<file path="config.mk">
export PLATFORM = sky130hd
export DESIGN_NAME = horizontal_rescaler_rgb565_blend_top
export DESIGN_NICKNAME = d
export VERILOG_FILES = /design/src/rtl/hrs_pkg.sv /design/src/rtl/hrs_step_div.sv /design/src/rtl/horizontal_rescaler_rgb565_blend_top.sv
export SDC_FILE = /design/constraint.sdc
export NUM_CORES = 1
export LEC_CHECK = 0
export ABC_AREA = 1
export BUFFER_PORTS_ARGS = -buffer_cell sky130_fd_sc_hd__clkbuf_2
export CORE_MARGIN = 2
export CORE_UTILIZATION = 45
export DETAILED_ROUTE_END_ITERATION = 12
export GPL_ROUTABILITY_DRIVEN = 0
export GPL_TIMING_DRIVEN = 0
export SETUP_SLACK_MARGIN = 0.5
export SLEW_MARGIN = 20
export SYNTH_ARGS = -nofsm -noshare
export SYNTH_HDL_FRONTEND = slang
export SYNTH_HIERARCHICAL = 1
export SYNTH_SLANG_ARGS = --single-unit
</file>
<file path="constraint.sdc">
create_clock -name aclk -period 3.8 [get_ports aclk]
set_input_delay 0.76 -clock aclk [delete_from_list [all_inputs] [get_ports aclk]]
set_output_delay 0.76 -clock aclk [all_outputs]
set_load 0.01 [all_outputs]
</file>
<file path="src/rtl/hrs_pkg.sv">
`timescale 1ns / 1ps

package hrs_pkg;

    localparam int OUTPUT_WIDTH = 320;
    localparam int PIX_W        = 16;
    localparam int WIDTH_W      = 9;
    localparam int OL_W         = $clog2(OUTPUT_WIDTH + 1);
    localparam int QDEPTH       = 4;
    localparam int QPTR_W       = $clog2(QDEPTH);
    localparam int QCNT_W       = $clog2(QDEPTH + 1);
    localparam int DIV_CNT_W    = $clog2(WIDTH_W);

    localparam logic [WIDTH_W-1:0] OUT_W_W  = WIDTH_W'(OUTPUT_WIDTH);
    localparam logic [WIDTH_W-1:0] MIN_STEP = WIDTH_W'(2);

    typedef logic [PIX_W-1:0]   pixel_t;
    typedef logic [WIDTH_W-1:0] width_t;

    typedef struct packed {
        logic   busy;
        logic   done;
        width_t step;
    } div_status_t;

    function automatic pixel_t avg565(input pixel_t a, input pixel_t b);
        logic [5:0] r;
        logic [6:0] g;
        logic [5:0] bl;
        r  = {1'b0, a[15:11]} + {1'b0, b[15:11]};
        g  = {1'b0, a[10:5]} + {1'b0, b[10:5]};
        bl = {1'b0, a[4:0]} + {1'b0, b[4:0]};
        return {r[5:1], g[6:1], bl[5:1]};
    endfunction

endpackage

</file>
<file path="src/rtl/hrs_step_div.sv">
`timescale 1ns / 1ps

module hrs_step_div import hrs_pkg::*; (
    input  logic        aclk,
    input  logic        aresetn,
    input  logic        start,
    input  width_t      divisor,
    output div_status_t status
);

    logic                 busy_reg, busy_next;
    logic                 done_reg, done_next;
    logic [DIV_CNT_W-1:0] cnt_reg, cnt_next;
    width_t               rem_reg, rem_next;
    width_t               quo_reg, quo_next;
    width_t               dsr_reg, dsr_next;
    logic [WIDTH_W:0]     shifted;
    logic                 fits;

    always_comb begin
        shifted   = {rem_reg, quo_reg[WIDTH_W-1]};
        fits      = shifted >= {1'b0, dsr_reg};
        busy_next = busy_reg;
        done_next = 1'b0;
        cnt_next  = cnt_reg;
        rem_next  = rem_reg;
        quo_next  = quo_reg;
        dsr_next  = dsr_reg;
        if (start) begin
            busy_next = 1'b1;
            cnt_next  = '0;
            rem_next  = '0;
            quo_next  = OUT_W_W;
            dsr_next  = divisor;
        end else if (busy_reg) begin
            rem_next = fits ? WIDTH_W'(shifted - {1'b0, dsr_reg}) : shifted[WIDTH_W-1:0];
            quo_next = {quo_reg[WIDTH_W-2:0], fits};
            cnt_next = cnt_reg + 1'b1;
            if (cnt_reg == DIV_CNT_W'(WIDTH_W - 1)) begin
                busy_next = 1'b0;
                done_next = 1'b1;
            end
        end
    end

    always_ff @(posedge aclk) begin
        if (!aresetn) begin
            busy_reg <= 1'b0;
            done_reg <= 1'b0;
        end else begin
            busy_reg <= busy_next;
            done_reg <= done_next;
        end
        cnt_reg <= cnt_next;
        rem_reg <= rem_next;
        quo_reg <= quo_next;
        dsr_reg <= dsr_next;
    end

    assign status.busy = busy_reg;
    assign status.done = done_reg;
    assign status.step = (quo_reg < MIN_STEP) ? MIN_STEP : quo_reg;

endmodule

</file>
<file path="src/rtl/horizontal_rescaler_rgb565_blend_top.sv">
`timescale 1ns / 1ps

// Rescales RGB565 lines to 320 output pixels: wider sources merge pixel pairs by
// per-channel floor average, narrower ones insert averages, 320 passes through.
// An input beat is taken every cycle while the output keeps up; each beat makes
// zero, one or two output beats on the single-pixel master port, so on a narrow
// line the input rate is bounded by that port. A write to source_width starts a
// bit-serial step divider that holds both the config and input channels while it
// develops the 9 quotient bits and then loads the step; a write of 320 takes
// effect at once and holds nothing. Either write restarts the current line.
module horizontal_rescaler_rgb565_blend_top import hrs_pkg::*; (
    input  logic         aclk,
    input  logic         aresetn,
    input  logic         cfg_valid,
    output logic         cfg_ready,
    input  width_t       cfg_data,    // source_width
    input  logic         s_tvalid,
    output logic         s_tready,
    input  logic [15:0]  s_tdata,     // [15:0] source_pixel
    input  logic         s_tlast,     // line_end
    output logic         m_tvalid,
    input  logic         m_tready,
    output logic [15:0]  m_tdata,     // [15:0] out_pixel
    output logic         m_tlast      // out_last
);

    width_t              width_reg, width_next;
    width_t              step_reg, step_next;
    width_t              rc_reg, rc_next;
    logic [OL_W-1:0]     ol_reg, ol_next;
    pixel_t              prev_reg, prev_next;
    logic                pp_reg, pp_next;
    logic [QPTR_W-1:0]   wr_ptr_reg, wr_ptr_next;
    logic [QPTR_W-1:0]   rd_ptr_reg, rd_ptr_next;
    logic [QCNT_W-1:0]   qcount_reg, qcount_next;
    pixel_t              q_pix_reg  [QDEPTH];
    logic                q_last_reg [QDEPTH];

    div_status_t         div_st;
    logic                s_fire, m_fire, cfg_fire;
    logic                wide, narrow, cfg_wide, active, first;
    width_t              cfg_diff, rc_dec, rc_step;
    logic                pp_step;
    logic [1:0]          cand_n, emit_n;
    pixel_t              cand0, cand1;
    logic                last0, last1;
    logic [QPTR_W-1:0]   wr_ptr_1;

    assign wide     = width_reg > OUT_W_W;
    assign narrow   = width_reg < OUT_W_W;
    assign cfg_wide = cfg_data > OUT_W_W;
    assign cfg_diff = cfg_wide ? cfg_data - OUT_W_W : OUT_W_W - cfg_data;

    assign cfg_ready = !div_st.busy && !div_st.done;
    assign s_tready  = !div_st.busy && !div_st.done && (qcount_reg <= QCNT_W'(QDEPTH - 2));
    assign m_tvalid  = qcount_reg != '0;
    assign m_tdata   = q_pix_reg[rd_ptr_reg];
    assign m_tlast   = q_last_reg[rd_ptr_reg];

    assign s_fire   = s_tvalid && s_tready;
    assign m_fire   = m_tvalid && m_tready;
    assign cfg_fire = cfg_valid && cfg_ready;
    assign wr_ptr_1 = wr_ptr_reg + 1'b1;

    hrs_step_div u_step_div (
        .aclk    (aclk),
        .aresetn (aresetn),
        .start   (cfg_fire && (cfg_diff != '0)),
        .divisor (cfg_diff),
        .status  (div_st)
    );

    always_comb begin
        active  = ol_reg != '0;
        first   = ol_reg == OL_W'(OUTPUT_WIDTH);
        rc_dec  = rc_reg - 1'b1;
        rc_step = rc_reg;
        pp_step = pp_reg;
        cand_n  = 2'd0;
        cand0   = s_tdata;
        cand1   = s_tdata;
        if (wide) begin
            if (rc_reg == '0) begin
                if (!pp_reg) begin
                    pp_step = 1'b1;
                end else begin
                    cand_n  = 2'd1;
                    cand0   = avg565(prev_reg, s_tdata);
                    pp_step = 1'b0;
                    rc_step = step_reg - 1'b1;
                end
            end else begin
                cand_n  = 2'd1;
                rc_step = rc_dec;
            end
        end else if (narrow) begin
            if (rc_dec == '0) begin
                cand_n  = 2'd2;
                cand0   = avg565(s_tdata, first ? s_tdata : prev_reg);
                rc_step = step_reg - 1'b1;
            end else begin
                cand_n  = 2'd1;
                rc_step = rc_dec;
            end
        end else begin
            cand_n = 2'd1;
        end

        if (!active) begin
            emit_n = 2'd0;
        end else if (ol_reg == OL_W'(1) && cand_n == 2'd2) begin
            emit_n = 2'd1;
        end else begin
            emit_n = cand_n;
        end
        last0 = ol_reg == OL_W'(1);
        last1 = ol_reg == OL_W'(2);
    end

    always_comb begin
        width_next  = width_reg;
        step_next   = step_reg;
        rc_next     = rc_reg;
        ol_next     = ol_reg;
        prev_next   = prev_reg;
        pp_next     = pp_reg;
        wr_ptr_next = wr_ptr_reg;
        rd_ptr_next = rd_ptr_reg;
        qcount_next = qcount_reg + QCNT_W'(s_fire ? emit_n : 2'd0) - QCNT_W'(m_fire);

        if (s_fire) begin
            wr_ptr_next = wr_ptr_reg + QPTR_W'(emit_n);
            if (active) begin
                rc_next   = rc_step;
                pp_next   = pp_step;
                prev_next = s_tdata;
                ol_next   = ol_reg - OL_W'(emit_n);
            end
            if (s_tlast) begin
                rc_next   = wide ? step_reg : WIDTH_W'(1);
                ol_next   = OL_W'(OUTPUT_WIDTH);
                prev_next = '0;
                pp_next   = 1'b0;
            end
        end
        if (m_fire) begin
            rd_ptr_next = rd_ptr_reg + 1'b1;
        end

        if (cfg_fire) begin
            width_next = cfg_data;
            step_next  = '0;
            rc_next    = WIDTH_W'(1);
            ol_next    = OL_W'(OUTPUT_WIDTH);
            prev_next  = '0;
            pp_next    = 1'b0;
        end else if (div_st.done) begin
            step_next = div_st.step;
            rc_next   = wide ? div_st.step : WIDTH_W'(1);
        end
    end

    always_ff @(posedge aclk) begin
        if (!aresetn) begin
            width_reg  <= OUT_W_W;
            step_reg   <= '0;
            rc_reg     <= WIDTH_W'(1);
            ol_reg     <= OL_W'(OUTPUT_WIDTH);
            prev_reg   <= '0;
            pp_reg     <= 1'b0;
            wr_ptr_reg <= '0;
            rd_ptr_reg <= '0;
            qcount_reg <= '0;
        end else begin
            width_reg  <= width_next;
            step_reg   <= step_next;
            rc_reg     <= rc_next;
            ol_reg     <= ol_next;
            prev_reg   <= prev_next;
            pp_reg     <= pp_next;
            wr_ptr_reg <= wr_ptr_next;
            rd_ptr_reg <= rd_ptr_next;
            qcount_reg <= qcount_next;
        end
    end

    always_ff @(posedge aclk) begin
        if (s_fire && emit_n != 2'd0) begin
            q_pix_reg[wr_ptr_reg]  <= cand0;
            q_last_reg[wr_ptr_reg] <= last0;
        end
        if (s_fire && emit_n == 2'd2) begin
            q_pix_reg[wr_ptr_1]  <= cand1;
            q_last_reg[wr_ptr_1] <= last1;
        end
    end

`ifndef NO_ASSERTIONS
    a_queue_bound: assert property (@(posedge aclk) disable iff (!aresetn)
        qcount_reg <= QCNT_W'(QDEPTH))
        else $error("output queue overflow");

    a_outputs_left_bound: assert property (@(posedge aclk) disable iff (!aresetn)
        ol_reg <= OL_W'(OUTPUT_WIDTH))
        else $error("outputs_left above line width");

    a_hold_during_div: assert property (@(posedge aclk) disable iff (!aresetn)
        div_st.busy |-> (!s_tready && !cfg_ready))
        else $error("channel open while step divider runs");

    a_narrow_run_nonzero: assert property (@(posedge aclk) disable iff (!aresetn)
        (narrow && !div_st.busy && !div_st.done) |-> (rc_reg != '0))
        else $error("narrow run counter reached zero");

    a_step_loaded: assert property (@(posedge aclk) disable iff (!aresetn)
        div_st.done |=> (step_reg >= MIN_STEP))
        else $error("loaded step below minimum");
`endif

endmodule

</file>
Word-level counts from Yosys, hierarchy flattened
Memory sizes are Yosys's and may differ from the RTL's. A register that Yosys moved wholly into a read port is not among the register bits.
Cells that the tools add are included.
- add/subtract/negate cells: 18
- bitwise operators: 2
- reduce and logical (&&, ||, !) cells: 28
- eq/ne operators: 7
- $mul: 0
- multiplexer cells: 49
- divide/modulo/power cells: 0
- $lt $le $gt $ge: 6
- shift operators: 0
- operators by type and width (cell ; number):
    $mux W9 ; 16
    $mux W16 ; 8
    $add A5 B5 Y6 ; 4
    $mux W2 ; 11
    $gt A9 B9 Y1 const B ; 2
    $logic_not A9 Y1 ; 2
    $reduce_bool A9 Y1 ; 2
    $sub A9 B1 Y9 const B ; 2
    $add A6 B6 Y7 ; 2
    $mux W1 ; 14
    $ge A10 B9 Y1 ; 1
    $reduce_bool A2 Y1 ; 5
    $eq A9 B1 Y1 const B ; 1
    $eq A9 B2 Y1 const B ; 1
    $eq A9 B9 Y1 const B ; 1
    $logic_and A1 B1 Y1 ; 9
    $lt A9 B2 Y1 const B ; 1
    $lt A9 B9 Y1 const B ; 1
    $sub A9 B2 Y9 ; 1
    $sub A9 B9 Y9 ; 1
    $sub A9 B9 Y9 const A ; 1
    $sub A9 B9 Y9 const B ; 1
    $reduce_and A4 Y1 ; 2
    $reduce_bool A3 Y1 ; 2
    other kinds (15) ; 19
- memories kept: 2
- word-level logic and storage cells: 127
- bits of input ports: 31
- bits in writable memories: 68
- latch bits: 0
- ROM bits: 0
- bits in registers: 93
- memory list (memory ; words ; bits a word ; rd ports ; clocked after Yosys merged registers in ; wr ports ; RTL line ; text):
    q_pix_reg ; 4 ; 16 ; 1 ; 1 ; 2 ; horizontal_rescaler_rgb565_blend_top.sv:36 ; pixel_t q_pix_reg [QDEPTH];
    q_last_reg ; 4 ; 1 ; 1 ; 1 ; 2 ; horizontal_rescaler_rgb565_blend_top.sv:37 ; logic q_last_reg [QDEPTH];

Longest topological paths before layout
Gate-level depths: netlist of run 1.
- depth after elaboration: 13
- depth in mapped cells: 20

By module
Netlist of run 1, hierarchy kept.
- modules (own cells, without submodules) (module ; area each (sq um) ; seq. area each (sq um) ; cells an instance ; times used):
    horizontal_rescaler_rgb565_blend_top ; 8697.1 ; 3283.1 ; 1184 ; 1
    hrs_step_div ; 1870.5 ; 750.7 ; 252 ; 1

Worst setup path after synthesis of run 1
Ideal clock, no wire load.
- kind: register -> register
- from: register u_step_div.done_reg
- to: memory q_last_reg[0], enable pin
- data required time: 3.382 ns
- buffers on the path: 1
- setup time: 0.418 ns
- arrival time: 2.724 ns
- stages on the path, launching flop included: 11
- slack: 0.658 ns
- path through: dfxtp_1 -> buf_4 -> inv_2 -> nand2_1 -> inv_2 -> nand2_1 -> nor2_1 -> nand2_1 -> inv_2 -> nand3_1 -> o31ai_1
- RTL lines (element ; RTL line ; text):
    start: declaration ; hrs_step_div.sv:12 ; logic done_reg, done_next;
    start signal: assignment ; hrs_step_div.sv:52 ; done_reg <= done_next;
    end: declaration ; horizontal_rescaler_rgb565_blend_top.sv:37 ;

==> metrics.cfg, run 1 <==
[route]
drc=0
first_pass_iters=5
totalWireLength_um=28900
wl_per_cell_um=15.7
drt_iter0_drc=751
ant_nets=0
routed_via_density=5.25
vias=9678

[worst_setup_path]
ff2ff_setup_slack_ps=710
cp_top_family=simple AND/OR/NAND/NOR gates
rr_startpoint=ol_reg[2]$_SDFFE_PP0P_
crit_chain=nor2_4 > nand3_1 > nor2_4 > buf_4 > o21ai_0 > fa_1 > a21oi_1 > o21ai_0 > inv_1 > o21ai_0 > a21oi_1 > nand2_1 > nand3_1 > nand2_1 > nand2_1 > nand2_1
slowest_delay_ps=470
slowest_stage=fa_1
startpoint_type=register
worst_ep_required_time_ps=3980
cp_num_cells=16
worstRegToRegCells=16
critical_path_class=register to register
endpoint_kind=register
path_max_fanout=10
crit_arrival_ps=3270
path_buf_inv=2
critical_path.most_common_cell=nand2_1
cp-startpoint=ol_reg[2]$_SDFFE_PP0P_

[timing]
grt_setup_unrepaired=no
worstMarginPinSlew_ps=655
tns_ps=0
slew_headroom=0.563
whs_ps=453
slew_viol_final=0
fmaxAchievable_mhz=324
min_period_over_period=0.813
hold_viol_final=0
fin_ws_ps=712
final.min_clock_period_ps=3090
finalSetupViolations=0
skew_ps=15.2

[clock_tree]
htreeDepth=4
clk_pin_slew_ps=70
clock-root-buffer=clkbuf_16
cts.path.max_buffers=2
clkLatencyLatePin_ps=440
cts_sinks=163
cts_buffers=17
hold_buffers=0
cts_tree=built

[grt]
grt_pass1_vias=9073
grt_pass1_wl_um=47300
grt.met3_usage=0.0537
antenna_found_initial=0
grt_max_degree=17
grt_use_met2=0.380
use_met1=0.349
grt.overflow.total=0
track_usage=0.244
top_usage_layer=met2

[min_path]
hold_path_class=register to register
min_from=u_step_div/cnt_reg[3]$_SDFFE_PP0P_
hold_depth=1

[cells_and_area]
largest_reg_flops=64
layout.nets=1602
syn2layout_area_growth_pct=13.4
drive_above_1_share=0.106
final_cells=1843
antenna-diode-count=0

[yosys]
syn_nets=1527
async_reset_ff_frac=0
ys_ff_latch=163
ys_types=47
synth_area_um2=10600
synth_edf_count=77
ys_seq_area_frac=0.382
synth_area_per_cell_um2=7.36
synth_warnings=6
yosys_most_used_dff=dfxtp_1
syn_inst=1436

[floorplan]
die-area_um2=24700
boundaryPins=51
die_w_um=157
die_h_um=157
coreArea_um2=23300
initial_core_util=0.454
fp-row-count=56

[placement]
port_buffers=50
place_ws_ps=-224
hpwl_um=21700
post-place-cells=1809

[job]
drv_cap=0

[pwr]
vdd_drop_max_uv=320
power_density_nw_per_um2=565
power_uw=6770
p_leak_uw=0.00541

[outcome]
status=completed

[cell usage in the layout (no fill, tap or decap), types with 12 or more instances in the layout]
master and n:
a21oi_1 92, a221oi_1 13, buf_2 14, clkbuf_1 34
clkbuf_16 17, clkbuf_2 53, dfxtp_1 86, edfxtp_1 77
ha_1 50, inv_1 159, nand2_1 359, nand3_1 122
nand4_1 12, nor2_1 118, nor3_1 12, o21ai_0 110
o21ai_1 13, o22ai_1 18, xor2_1 17
[report_power, final]
part	internal (µW)	switching, µW	leakage, µW	total (µW)
Sequential	2120	116	0.00141	2240
Combinational	938	1830	0.00372	2760
Clock	988	778	0.000282	1770
[path summary, 6_finish.rpt]
check                                            end
setup / recovery          q_pix_reg[0][10]$_DFFE_PP_
hold / removal    u_step_div/cnt_reg[3]$_SDFFE_PP0P_
setup reg to reg          q_pix_reg[0][10]$_DFFE_PP_
hold reg to reg   u_step_div/cnt_reg[3]$_SDFFE_PP0P_
[Yosys cell counts (12+ instances only)]
cell type	instances	area [µm²]
nor3_1	12	60.1
inv_1	160	601
nand3_1	122	611
o21ai_1	14	70.1
a21oi_1	92	460
ha_1	51	638
nand4_1	12	75.1
a221oi_1	13	114
dfxtp_1	86	1720
o21ai_0	111	556
nor2_1	122	458
clkbuf_1	37	139
nand2_1	359	1350
buf_2	14	70.1
edfxtp_1	77	2310
xor2_1	17	149
o22ai_1	18	113
[through the flow]
step | instance area, µm² | utilization
floorplan | 10600 | -
global placement | 11200 | 0.482
detailed placement | 11300 | 0.486
CTS | 11900 | 0.513
global route | 12000 | 0.515
finish | 12000 | 0.515
[worst reg2reg max path, delay by kind of cell, from the launching register on]
kind                     cells  cell delay (ps)
buffers and inverters        2              310
AND/OR/NAND/NOR              8             1000
flip-flops                   1              360
adder cells (fa/ha/maj)      1              470
AO/OA/AOI/OAI                5              710
[repair_timing]
| action | CTS | global route |
|---|---|---|
| buffers inserted | 2 | 0 |
| setup endpoints to repair | 82 | 66 |
| pin swaps | 1 | 2 |
| resized for setup | 6 | 14 |
[metal layers]
| layer | up-vias | share of wire |
|---|---|---|
| li1 | 4949 | - |
| met1 | 4465 | 0.49 |
| met2 | 242 | 0.44 |
| met3 | 22 | 0.061 |
| met4 | 0 | 0.011 |
| met5 | - | 0 |
[cells by family after synthesis]
group / Yosys count / synth area share
simple gates: 671 / 0.278
fa+ha+maj: 60 / 0.0774
xor+xnor: 28 / 0.0232
compound gates: 284 / 0.150
flops: 163 / 0.382
buf+inv: 230 / 0.0897
[layout make-up]
type                            count  area [µm²]
Fill cell                        2274       11300
Multi-Input combinational cell   1043        5680
Sequential cell                   163        4030
Inverter                          165         619
Clock buffer                       18         429
Tap cell                          319         399
Buffer                             65         337
Timing Repair Buffer               56         318
Clock inverter                     14         166
(Power assumes the default switching activity.)
==> inputs of run 2 (changes only) <==
clock period = 3.23 ns   (was 3.8 ns; I/O delays follow)
==> run 2 against run 1 <==
  * Critical path depth shrank 1
  * Critical endpoint is now q_pix_reg[0][3]$_DFFE_PP_
  * Cell area grew 6.1%
  * First-iteration DRC count grew 8.9%
  * Die area is the same
  * Via count grew 1.1%
  * Sequential share of layout area shrank 1.8 points
  * Largest power group unchanged
  * Cell count grew 1.8%
  * Clock power grew 21%
  * Core utilization grew 3.1 points
  * Clock skew shrank 2.0 ps
==> metrics.cfg, run 2 (synthesized netlist as in run 1, its figures left out) <==
[route]
routed_via_density=5.21  ; -0.70%
first_pass_iters=6  ; +1
wl_per_cell_um=15.9  ; +1.2%
totalWireLength_um=29700  ; +3.0%
drc=0  ; unchanged
ant_nets=0  ; unchanged
drt_iter0_drc=818  ; +8.9%
vias=9782  ; +1.1%

[timing]
worstMarginPinSlew_ps=633  ; -22.6 ps
slew_viol_final=0  ; unchanged
finalSetupViolations=0  ; unchanged
min_period_over_period=0.847  ; +0.0344
skew_ps=13.2  ; -2.03 ps
grt_setup_unrepaired=yes
final.min_clock_period_ps=2740  ; -352 ps
fmaxAchievable_mhz=366  ; +13%
fin_ws_ps=494  ; -218 ps
slew_headroom=0.578  ; +0.0151
whs_ps=413  ; -40.1 ps
hold_viol_final=0  ; unchanged

[clock_tree]
cts.path.max_buffers=2  ; unchanged
clk_pin_slew_ps=70  ; about the same
cts_sinks=163  ; unchanged
clock-root-buffer=clkbuf_16
cts_buffers=17  ; unchanged
htreeDepth=4  ; unchanged
clkLatencyLatePin_ps=440  ; about the same
cts_tree=built

[cells_and_area]
n_fill_cell=2272  ; -0.088%
layout.nets=1635  ; +2.1%
fin_area_um2=12700  ; +6.1%
syn2layout_area_growth_pct=20.3
largest_reg_flops=64  ; unchanged
layout.cells.most_common=nand2_1
antenna-diode-count=0  ; unchanged
final_core_util=0.546  ; +0.0314
layout_common_cells=nand2_1, inv_1, nand3_1
drive_above_1_share=0.180  ; +0.0742

[grt]
grt_pass1_wl_um=46500  ; -1.8%
track_usage=0.241  ; -0.00303
grt.overflow.total=0  ; unchanged
antenna_found_initial=0  ; unchanged
grt_max_degree=18  ; +1
grt_pass1_vias=8846  ; -2.5%

[worst_setup_path]
rr_startpoint=ol_reg[4]$_SDFFE_PP0P_
cp-startpoint=ol_reg[4]$_SDFFE_PP0P_
critical_path_class=register to register
worstRegToRegCells=15  ; -1
startpoint_type=register
crit_arrival_ps=2920  ; -350 ps
crit_end=q_pix_reg[0][3]$_DFFE_PP_
endpoint_kind=register
ff2ff_setup_slack_ps=490  ; -220 ps
r2r-end=q_pix_reg[0][3]$_DFFE_PP_
path_max_fanout=8  ; -2
worst_ep_required_time_ps=3410  ; -570 ps

[pwr]
p_leak_uw=0.00570  ; +5.4%
power_density_nw_per_um2=676  ; +20%
vdd_drop_max_uv=388  ; +21%

[outcome]
status=completed

[floorplan]
initial_core_util=0.454  ; unchanged
fp-row-count=56  ; unchanged
coreArea_um2=23300  ; unchanged
die-area_um2=24700  ; unchanged
boundaryPins=51  ; unchanged
die_h_um=157  ; unchanged
die_w_um=157  ; unchanged

[placement]
place_area_um2=11300  ; +0.17%
port_buffers=50  ; unchanged
place_ws_ps=-262  ; -38.0 ps
hpwl_um=21900  ; +0.77%

[min_path]
hold_path_class=input pin to register

[job]
drv_cap=0  ; unchanged

[run 2: cell types whose count changed in the layout (fill, tap and decap cells not counted), sizes merged]
cell / previous run / this run
buf: 35 / 68
bufinv: 2 / 1
clkbuf: 104 / 107
clkinv: 3 / 1
clkinvlp: 3 / 1
inv: 171 / 173
[run 2: stage by stage]
step                cells  TNS, ps  power (µW)
global route         1876        0        9160
detailed placement   1809    -6690        5870
finish               1876        0        8590
floorplan            1436        0        4890
CTS                  1861        0        8230
global placement     1805   -83080        5770
[run 2: area by class of cell]
cell class	count	area, µm²	area share
sequential	163	4050	0.318
tap	319	399	0.0314
clock inverter	11	121	0.00955
clock buffer	21	504	0.0397
inverter	165	624	0.0491
timing repair buffer	89	626	0.0492
buffer	65	379	0.0298
multi-input combinational	1043	6010	0.473
[run 2: power by group]
group	internal, µW	switching (µW)	total (µW)
Sequential	2500	150	2650
Clock	1230	919	2150
Combinational	1440	2350	3800
[run 2: how the worst min path moves through the flow]
stage / start / endpoint / slack [ps] / cells after the start
2_1_floorplan: u_step_div/cnt_reg[3]$_SDFFE_PP0P_ / u_step_div/cnt_reg[3]$_SDFFE_PP0P_ / 420 / 1
3_3_place_gp: u_step_div/cnt_reg[3]$_SDFFE_PP0P_ / u_step_div/cnt_reg[3]$_SDFFE_PP0P_ / 440 / 1
3_5_place_dp: rd_ptr_reg[0]$_SDFFE_PN0P_ / rd_ptr_reg[0]$_SDFFE_PN0P_ / 470 / 1
4_1_cts: cfg_data[0] / u_step_div/dsr_reg[0]$_DFFE_PP_ / 410 / 1
5_1_grt: cfg_data[0] / u_step_div/dsr_reg[0]$_DFFE_PP_ / 410 / 1
6_report: cfg_data[0] / u_step_div/dsr_reg[0]$_DFFE_PP_ / 410 / 1
[run 2: critical path, stage by stage, from the launching register on]
cell and delay (ps):
dfxtp_2 340, nor2_4 120, nand4_1 180, nor2_4 240
buf_8 170, buf_4 110, nand2_1 40, o21ai_1 90
ha_1 310, a21oi_1 180, o21ai_0 110, xor2_1 150
nand2_1 80, nand3_1 110, nand2_4 160, o21ai_0 90
[run 2: layer usage]
metal,vias up,global-route usage,part of all wire
li1,5019,-,-
met2,266,0.377,0.45
met1,4463,0.350,0.49
met5,-,0,0
met3,34,0.0407,0.055
met4,0,0.0515,0.012
[run 2: timing repair]
action	CTS	global route
setup buffers	20	14
pin swaps	15	42
gates cloned	0	1
hold buffers	0	0
resized for setup	50	104
setup endpoints to repair	174	163
